File: config.mk
export PLATFORM = sky130hd
export DESIGN_NAME = free_list_slot_allocator_core
export DESIGN_NICKNAME = d
export VERILOG_FILES = /design/src/sv/fla_pkg.sv /design/src/sv/free_list_slot_allocator_core.sv /design/src/sv/fla_link_mem.sv /design/src/sv/fla_ctrl.sv
export SDC_FILE = /design/constraint.sdc
export NUM_CORES = 2
export LEC_CHECK = 0
export BUFFER_PORTS_ARGS = -buffer_cell sky130_fd_sc_hd__clkbuf_2
export CAP_MARGIN = 20
export CORE_UTILIZATION = 52
export CTS_CLUSTER_SIZE = 24
export DETAILED_ROUTE_END_ITERATION = 12
export PLACE_DENSITY = 0.7
export SYNTH_ARGS = -nofsm -noshare
export SYNTH_HDL_FRONTEND = slang
export SYNTH_SLANG_ARGS = --single-unit
File: constraint.sdc
create_clock -name clk -period 12.1 [get_ports clk]
set_input_delay 3.025 -clock clk [delete_from_list [all_inputs] [get_ports clk]]
set_output_delay 3.025 -clock clk [all_outputs]
set_load 0.01 [all_outputs]
File: src/sv/fla_pkg.sv
// Shared types and constants for the free-list slot allocator.
// No dependencies; used by every module of the block.
package fla_pkg;

  localparam int SLOT_W              = 8;
  localparam int SLOTS_PER_BLOCK_DEF = 20;
  localparam int MAX_BLOCKS_DEF      = 8;

  typedef enum logic {
    ACT_ALLOC = 1'b0,
    ACT_FREE  = 1'b1
  } action_t;

  typedef enum logic [1:0] {
    ST_ALLOCATED = 2'd0,
    ST_FREED     = 2'd1,
    ST_EXHAUSTED = 2'd2,
    ST_BAD_FREE  = 2'd3
  } status_t;

  typedef enum logic [1:0] {
    S_IDLE,
    S_LOAD,
    S_FILL
  } state_t;

  // One link entry: next-valid flag and next slot.
  typedef struct packed {
    logic              nv;
    logic [SLOT_W-1:0] slot;
  } link_t;

  typedef struct packed {
    logic              we;
    logic [SLOT_W-1:0] waddr;
    link_t             wdata;
    logic              re;
    logic [SLOT_W-1:0] raddr;
  } mem_req_t;

  typedef struct packed {
    logic [SLOT_W-1:0] slot;
    status_t           status;
  } res_t;

endpackage

File: src/sv/free_list_slot_allocator_core.sv
// Top level of the free-list slot allocator: control, link store, result register.
// Depends on fla_pkg, fla_link_mem and fla_ctrl.
//
// Usage:
//   Input stream: in_tuser = action (0 allocate, 1 free), in_tdata = slot to free.
//   Result stream: out_tdata = slot handed out or echoed (0 on error),
//   out_tuser = status (0 allocated, 1 freed, 2 exhausted, 3 free of unopened slot).
//   Exactly one result per request, in request order.
// Timing:
//   For a free, a rejected request or an allocate from a non-empty list, the
//   result appears in the output register the cycle after its request is
//   accepted. An allocate of any but the last listed slot then reads the link
//   of the new head from the link store (registered read) before the next
//   request is taken. An allocate on an empty list opens a block, if one is
//   left: SLOTS_PER_BLOCK-1 link writes, one per cycle, with the result given
//   alongside the last write.
// Reset: rst_n low clears the list, the block count and the output valid flag.
//   The link store is not cleared; every entry is written before it is read.
// Stall: while a result waits with out_tready low, in_tready stays low; the
//   output register is reloaded in the same cycle it is taken.
module free_list_slot_allocator_core #(
  parameter int SLOTS_PER_BLOCK = fla_pkg::SLOTS_PER_BLOCK_DEF,
  parameter int MAX_BLOCKS      = fla_pkg::MAX_BLOCKS_DEF
) (
  input  logic       clk,
  input  logic       rst_n,
  input  logic       in_tvalid,
  output logic       in_tready,
  input  logic [7:0] in_tdata,   // [7:0] slot_index
  input  logic       in_tuser,   // [0] action
  output logic       out_tvalid,
  input  logic       out_tready,
  output logic [7:0] out_tdata,  // [7:0] slot_index_res
  output logic [1:0] out_tuser   // [1:0] status
);

  fla_pkg::mem_req_t mem_req;
  fla_pkg::link_t    mem_rdata;
  fla_pkg::res_t     res;
  logic              res_valid;
  logic              res_ready;
  logic              out_valid_r, out_valid_nxt;
  fla_pkg::res_t     out_res_r;

  assign res_ready = !out_valid_r || out_tready;

  fla_ctrl #(
    .SLOTS_PER_BLOCK (SLOTS_PER_BLOCK),
    .MAX_BLOCKS      (MAX_BLOCKS)
  ) u_ctrl (
    .clk       (clk),
    .rst_n     (rst_n),
    .in_valid  (in_tvalid),
    .in_ready  (in_tready),
    .in_action (fla_pkg::action_t'(in_tuser)),
    .in_slot   (in_tdata),
    .res_ready (res_ready),
    .res_valid (res_valid),
    .res       (res),
    .mem_req   (mem_req),
    .mem_rdata (mem_rdata)
  );

  fla_link_mem #(
    .DEPTH (SLOTS_PER_BLOCK * MAX_BLOCKS)
  ) u_mem (
    .clk   (clk),
    .req   (mem_req),
    .rdata (mem_rdata)
  );

  always_comb begin
    out_valid_nxt = out_valid_r;
    if (res_valid) begin
      out_valid_nxt = 1'b1;
    end else if (out_tready) begin
      out_valid_nxt = 1'b0;
    end
  end

  always_ff @(posedge clk) begin
    if (!rst_n) begin
      out_valid_r <= 1'b0;
    end else begin
      out_valid_r <= out_valid_nxt;
    end
  end

  always_ff @(posedge clk) begin
    if (res_valid) begin
      out_res_r <= res;
    end
  end

  assign out_tvalid = out_valid_r;
  assign out_tdata  = out_res_r.slot;
  assign out_tuser  = out_res_r.status;

  a_res_slot_free: assert property (@(posedge clk) disable iff (!rst_n)
    res_valid |-> (!out_valid_r || out_tready))
    else $error("result produced while output register is occupied");

  a_err_zero: assert property (@(posedge clk) disable iff (!rst_n)
    (res_valid && (res.status == fla_pkg::ST_EXHAUSTED ||
                   res.status == fla_pkg::ST_BAD_FREE)) |-> (res.slot == '0))
    else $error("error result carries a nonzero slot");

  a_no_mem_collide: assert property (@(posedge clk) disable iff (!rst_n)
    !(mem_req.we && mem_req.re))
    else $error("link store read and write in the same cycle");

endmodule

File: src/sv/fla_link_mem.sv
// Link store: one write port, one read port, registered read data.
// Depends on fla_pkg.
module fla_link_mem #(
  parameter int DEPTH = fla_pkg::SLOTS_PER_BLOCK_DEF * fla_pkg::MAX_BLOCKS_DEF
) (
  input  logic              clk,
  input  fla_pkg::mem_req_t req,
  output fla_pkg::link_t    rdata
);

  localparam int AW = (DEPTH > 1) ? $clog2(DEPTH) : 1;

  fla_pkg::link_t mem [DEPTH];
  fla_pkg::link_t rdata_r;

  always_ff @(posedge clk) begin
    if (req.we) begin
      mem[AW'(req.waddr)] <= req.wdata;
    end
    if (req.re) begin
      rdata_r <= mem[AW'(req.raddr)];
    end
  end

  assign rdata = rdata_r;

endmodule

File: src/sv/fla_ctrl.sv
// Allocator control: free-list head, cached head link, block open sweep.
// Depends on fla_pkg; drives fla_link_mem.
module fla_ctrl #(
  parameter int SLOTS_PER_BLOCK = fla_pkg::SLOTS_PER_BLOCK_DEF,
  parameter int MAX_BLOCKS      = fla_pkg::MAX_BLOCKS_DEF
) (
  input  logic                       clk,
  input  logic                       rst_n,
  input  logic                       in_valid,
  output logic                       in_ready,
  input  fla_pkg::action_t           in_action,
  input  logic [fla_pkg::SLOT_W-1:0] in_slot,
  input  logic                       res_ready,
  output logic                       res_valid,
  output fla_pkg::res_t              res,
  output fla_pkg::mem_req_t          mem_req,
  input  fla_pkg::link_t             mem_rdata
);

  localparam int POOL_SLOTS = SLOTS_PER_BLOCK * MAX_BLOCKS;
  localparam int NF_W       = $clog2(POOL_SLOTS + 1);
  localparam int BO_W       = $clog2(MAX_BLOCKS + 1);
  localparam int CW         = (NF_W > fla_pkg::SLOT_W) ? NF_W : fla_pkg::SLOT_W;

  fla_pkg::state_t           state_r, state_nxt;
  logic [fla_pkg::SLOT_W-1:0] head_r, head_nxt;
  logic                      hv_r, hv_nxt;
  fla_pkg::link_t            hl_r, hl_nxt;
  logic [BO_W-1:0]           blocks_r, blocks_nxt;
  logic [NF_W-1:0]           nf_r, nf_nxt;
  logic [NF_W-1:0]           fa_r, fa_nxt;
  logic [NF_W-1:0]           fill_last;
  logic                      acc;

  assign fill_last = nf_r + NF_W'(SLOTS_PER_BLOCK - 1);
  assign in_ready  = (state_r == fla_pkg::S_IDLE) && res_ready;
  assign acc       = in_valid && in_ready;

  always_ff @(posedge clk) begin
    if (!rst_n) begin
      state_r  <= fla_pkg::S_IDLE;
      head_r   <= '0;
      hv_r     <= 1'b0;
      hl_r     <= '0;
      blocks_r <= '0;
      nf_r     <= '0;
      fa_r     <= '0;
    end else begin
      state_r  <= state_nxt;
      head_r   <= head_nxt;
      hv_r     <= hv_nxt;
      hl_r     <= hl_nxt;
      blocks_r <= blocks_nxt;
      nf_r     <= nf_nxt;
      fa_r     <= fa_nxt;
    end
  end

  always_comb begin
    state_nxt  = state_r;
    head_nxt   = head_r;
    hv_nxt     = hv_r;
    hl_nxt     = hl_r;
    blocks_nxt = blocks_r;
    nf_nxt     = nf_r;
    fa_nxt     = fa_r;
    res_valid  = 1'b0;
    res.slot   = '0;
    res.status = fla_pkg::ST_ALLOCATED;
    mem_req    = '0;

    case (state_r)
      fla_pkg::S_IDLE: begin
        if (acc) begin
          if (in_action == fla_pkg::ACT_ALLOC) begin
            if (hv_r) begin
              // pop head; fetch the new head's link
              res_valid  = 1'b1;
              res.slot   = head_r;
              res.status = fla_pkg::ST_ALLOCATED;
              head_nxt   = hl_r.slot;
              hv_nxt     = hl_r.nv;
              if (hl_r.nv) begin
                mem_req.re    = 1'b1;
                mem_req.raddr = hl_r.slot;
                state_nxt     = fla_pkg::S_LOAD;
              end
            end else if (blocks_r < BO_W'(MAX_BLOCKS)) begin
              fa_nxt    = nf_r + NF_W'(1);
              state_nxt = fla_pkg::S_FILL;
            end else begin
              res_valid  = 1'b1;
              res.status = fla_pkg::ST_EXHAUSTED;
            end
          end else begin
            if (CW'(in_slot) >= CW'(nf_r)) begin
              res_valid  = 1'b1;
              res.status = fla_pkg::ST_BAD_FREE;
            end else begin
              mem_req.we         = 1'b1;
              mem_req.waddr      = in_slot;
              mem_req.wdata.nv   = hv_r;
              mem_req.wdata.slot = head_r;
              hl_nxt.nv          = hv_r;
              hl_nxt.slot        = head_r;
              head_nxt           = in_slot;
              hv_nxt             = 1'b1;
              res_valid          = 1'b1;
              res.slot           = in_slot;
              res.status         = fla_pkg::ST_FREED;
            end
          end
        end
      end

      fla_pkg::S_LOAD: begin
        hl_nxt    = mem_rdata;
        state_nxt = fla_pkg::S_IDLE;
      end

      fla_pkg::S_FILL: begin
        // link slots base+1 .. base+S-1 in ascending order; base is handed out
        mem_req.we    = 1'b1;
        mem_req.waddr = fla_pkg::SLOT_W'(fa_r);
        if (fa_r == fill_last) begin
          mem_req.wdata = '0;
          res_valid     = 1'b1;
          res.slot      = fla_pkg::SLOT_W'(nf_r);
          res.status    = fla_pkg::ST_ALLOCATED;
          head_nxt      = fla_pkg::SLOT_W'(nf_r + NF_W'(1));
          hv_nxt        = 1'b1;
          if (SLOTS_PER_BLOCK > 2) begin
            hl_nxt.nv   = 1'b1;
            hl_nxt.slot = fla_pkg::SLOT_W'(nf_r + NF_W'(2));
          end else begin
            hl_nxt      = '0;
          end
          blocks_nxt = blocks_r + BO_W'(1);
          nf_nxt     = nf_r + NF_W'(SLOTS_PER_BLOCK);
          state_nxt  = fla_pkg::S_IDLE;
        end else begin
          mem_req.wdata.nv   = 1'b1;
          mem_req.wdata.slot = fla_pkg::SLOT_W'(fa_r + NF_W'(1));
          fa_nxt             = fa_r + NF_W'(1);
        end
      end

      default: begin
        state_nxt = fla_pkg::S_IDLE;
      end
    endcase
  end

endmodule
==> key figures <==
Clocking
  • H-tree depth: 4
  • Setup Buffers After CTS: 0
  • Clk_lat worst skew: 0.79 ns
  • Clock sinks: 1498
  • Clock root cell: clkbuf_16
  • TritonCTS clock tree: yes
  • TritonCTS Buffers: 150
  • Reg clk slew, reported paths: 0.06 ns
  • Post-CTS sizing: 0
  • Cts-stage hold buffer count: 0
  • Clock buffer depth: 3

Synth
  • Ys async rst share: 0
  • Top post-synthesis cells by area: edfxtp_1 (70%), nand2_1 (6.1%), mux2i_1 (3.9%)
  • Synth warn: 0
  • Sequential-to-total area share from yosys stat: 0.718
  • Synth top area share: 0.705
  • Mapped Nets: 4601
  • EDFF count, synth: 1459
  • Post-Syn Area per Cell: 13.6 sq um
  • Synthesized cell area: 0.0621 sq mm
  • Cells after Synth: 4573
  • Top FF cell, synth: edfxtp_1
  • Netlist cell types: 88
  • Synth area leader: edfxtp_1
  • Seq cells post-synth: 1498

Floorplan
  • Std cell rows: 126
  • Die Height: 348 um
  • Core area: 0.118 sq mm
  • Starting density of the core: 0.526
  • Die width: 348 um
  • Num ports: 25
  • Die Area: 0.121 sq mm

Setup path
  • CP cell instances: clkbuf_2, nand2b_2, buf_4, and4_4, buf_4, a2111oi_0, a211o_1, a311oi_1, nor3_1, a211oi_1, o311a_1
  • Worst r2r dst: u_mem.rdata[6]
  • CP max FO: 76
  • CP Capture Type: register
  • Worst r2r src: u_ctrl.state_r[0]
  • Most frequent CP cell: buf_4
  • Worst reg-to-reg setup slack: 6.13 ns
  • CP Class: input port to register
  • Startpoint Class: input port
  • Arr. time, crit path: 8.19 ns
  • Biggest cell delay along the critical path: 0.98 ns
  • CP Launch Point: out_tready
  • Reg2reg path depth: 11
  • Slowest cell on crit path: and4_4
  • CP required: 12.75 ns

Route
  • Detail Route Antenna Nets: 0
  • Total wire length: 174000 um
  • Wirelength per Cell: 28.3 um
  • Routed vias: 39838
  • DRT Pass-1 Iters: 9
  • DR iter-0 viols: 5954
  • Number of vias per cell: 6.47
  • DRC: 0

Finish
  • Fin nets: 4534
  • FILL cells: 9127
  • Layout cells sized above 1: 0.0803
  • Register area: 0.0446 sq mm
  • Multi-input gate area: 0.0159 sq mm
  • Final instance area: 0.0679 sq mm
  • Area growth, synth to finish: 9.32%

Timing
  • Fin Hold WS: 0.524 ns
  • Final hold violation count: 0
  • Fmax: 133 MHz
  • PnR worst setup slack: 4.55 ns
  • Slew margin rel.: 0.170
  • Fin crit share: 0.624
  • Unrepaired setup endpoints after global routing: no
  • Final slew viol count: 0
  • Fin Setup TNS: 0 ns
  • Clock period minus worst slack: 7.55 ns
  • Setup violators final: 0
  • Clock skew: 0.0321 ns
  • Least-Margin Pin Slew: 1.24 ns

Global route
  • Total track usage: 0.285
  • Largest net degree at the start of global routing: 167
  • Global route overflow: 0
  • First-pass GRT wire length: 253000 um
  • Number of global-route vias before repair: 37213
  • Initial antenna violation count: 4

Min path
  • Hold depth: 2
  • Hold Crit Start: u_ctrl.state_r[1]
  • Hold Crit Class: register to register
  • Hold EP: u_ctrl.state_r[1]

Power and ir drop
  • Pleak: 22.3 nW
  • Worst VDD drop: 141 uV
  • PD cells: 158 mW/mm^2

Place
  • Placer Congestion: 0.909
  • Post-DP Area: 0.0633 sq mm
  • Post-DP HPWL: 100000 um
  • I/O Buffers: 24
  • Dpl ws: 3.89 ns

Flow run
  • # Max-Cap Violations: 0

Run status
  • Outcome: complete, no violations
[metal layers]
layer  vias to the layer above  part of all wire  global-route usage
met5                         -           0.00038                   0
met4                        10             0.041               0.117
met3                       403              0.12              0.0726
met2                      2495              0.46               0.436
met1                     19799              0.38               0.392
li1                      17131                 -                   -
[through the flow]
step                power (W)   util  std cells
finish                 0.0107  0.575       6162
global route           0.0110  0.575       6159
CTS                    0.0107  0.574       6156
detailed placement    0.00643  0.535       5887
global placement      0.00642  0.535       5884
floorplan             0.00625      -       4573
[critical path, delay by kind of cell]
kind / cells / cell delay, ns
buffers and inverters: 3 / 1.53
AND/OR/NAND/NOR: 3 / 1.26
AO/OA/AOI/OAI: 5 / 2.22
[cell usage in the layout, fill, tap and decap left out, drive strengths merged, types with 9 or more instances in the layout]
cell and count:
or4 10, inv 28, o22ai 19, clkbuf 223, clkinv 57, xnor2 12, nand3 369, a21boi 15
a2111oi 46, a31o 12, a22oi 18, ha 15, o2111ai 29, mux2i 242, o221ai 11, mux2 9
and3 91, nor3 12, a32oi 12, o211ai 33, mux4 11, nand2 1013, nor2 205, a311oi 26
and4 53, a211o 27, o21ai 77, a221oi 11, a211oi 62, a31oi 85, edfxtp 1459, a21oi 58
buf 79, dfxtp 39, nand4 24, nor2b 19, and2 15
[worst max path at each step]
stage | endpoint | slack (ns) | depth (start not counted)
floorplan | u_mem.mem[0][5] | 2.72 | 9
global placement | u_mem.rdata[6] | 3.83 | 10
detailed placement | u_mem.rdata[6] | 3.89 | 10
CTS | u_mem.rdata[6] | 4.69 | 10
global route | u_mem.rdata[6] | 4.51 | 10
finish | u_mem.rdata[6] | 4.55 | 11
[final cells by class]
class	count	share of cell area
timing repair buffer	104	0.0129
antenna	3	0.000110
clock buffer	198	0.0588
sequential	1498	0.656
inverter	20	0.00110
multi-input combinational	2732	0.234
clock inverter	71	0.00858
tap	1536	0.0283
[sequential cells by signal, indices dropped and copies added, names as in the netlist]
| register | flops |
|---|---|
| u_ctrl.hv_r | 1 |
| u_ctrl.hl_r | 9 |
| u_ctrl.head_r | 8 |
| out_tvalid | 1 |
| u_ctrl.state_r | 2 |
| out_tdata | 8 |
| u_mem.mem | 1440 |
| u_ctrl.nf_r | 6 |
| u_ctrl.fa_r | 8 |
| u_mem.rdata | 9 |
| out_tuser | 2 |
| u_ctrl.blocks_r | 4 |
[cells by family after synthesis]
| logic type | after synthesis | synth area share |
|---|---|---|
| XOR/XNOR | 20 | 0.00282 |
| AND/OR/NAND/NOR | 1844 | 0.133 |
| adder cells (fa/ha/maj) | 15 | 0.00302 |
| buffers and inverters | 343 | 0.0295 |
| flip-flops | 1498 | 0.718 |
| AO/OA/AOI/OAI | 591 | 0.0698 |
| multiplexers | 262 | 0.0446 |
[synthesized netlist by cell type (14+ instances only)]
library cell	count
a311oi_1	25
o211ai_1	33
clkbuf_1	98
and4_1	52
nand3_1	368
nor2_1	203
buf_1	26
a22oi_1	18
dfxtp_1	39
o2111ai_1	29
a21oi_1	57
and3_1	91
edfxtp_1	1459
and2_1	14
nand2_1	1008
a211o_1	25
ha_1	15
a2111oi_0	40
a31oi_1	85
buf_4	59
buf_2	113
nor2b_1	19
nand4_1	23
o22ai_1	19
buf_6	24
a211oi_1	61
o21ai_0	68
inv_1	20
mux2i_1	242
[power breakdown]
group	total [W]	switching, W	internal (W)
clock	0.00440	0.00196	0.00245
combinational	0.000503	0.000393	0.000110
sequential	0.00583	0.0000411	0.00579
No activity file was read; power rests on OpenSTA's default activity.
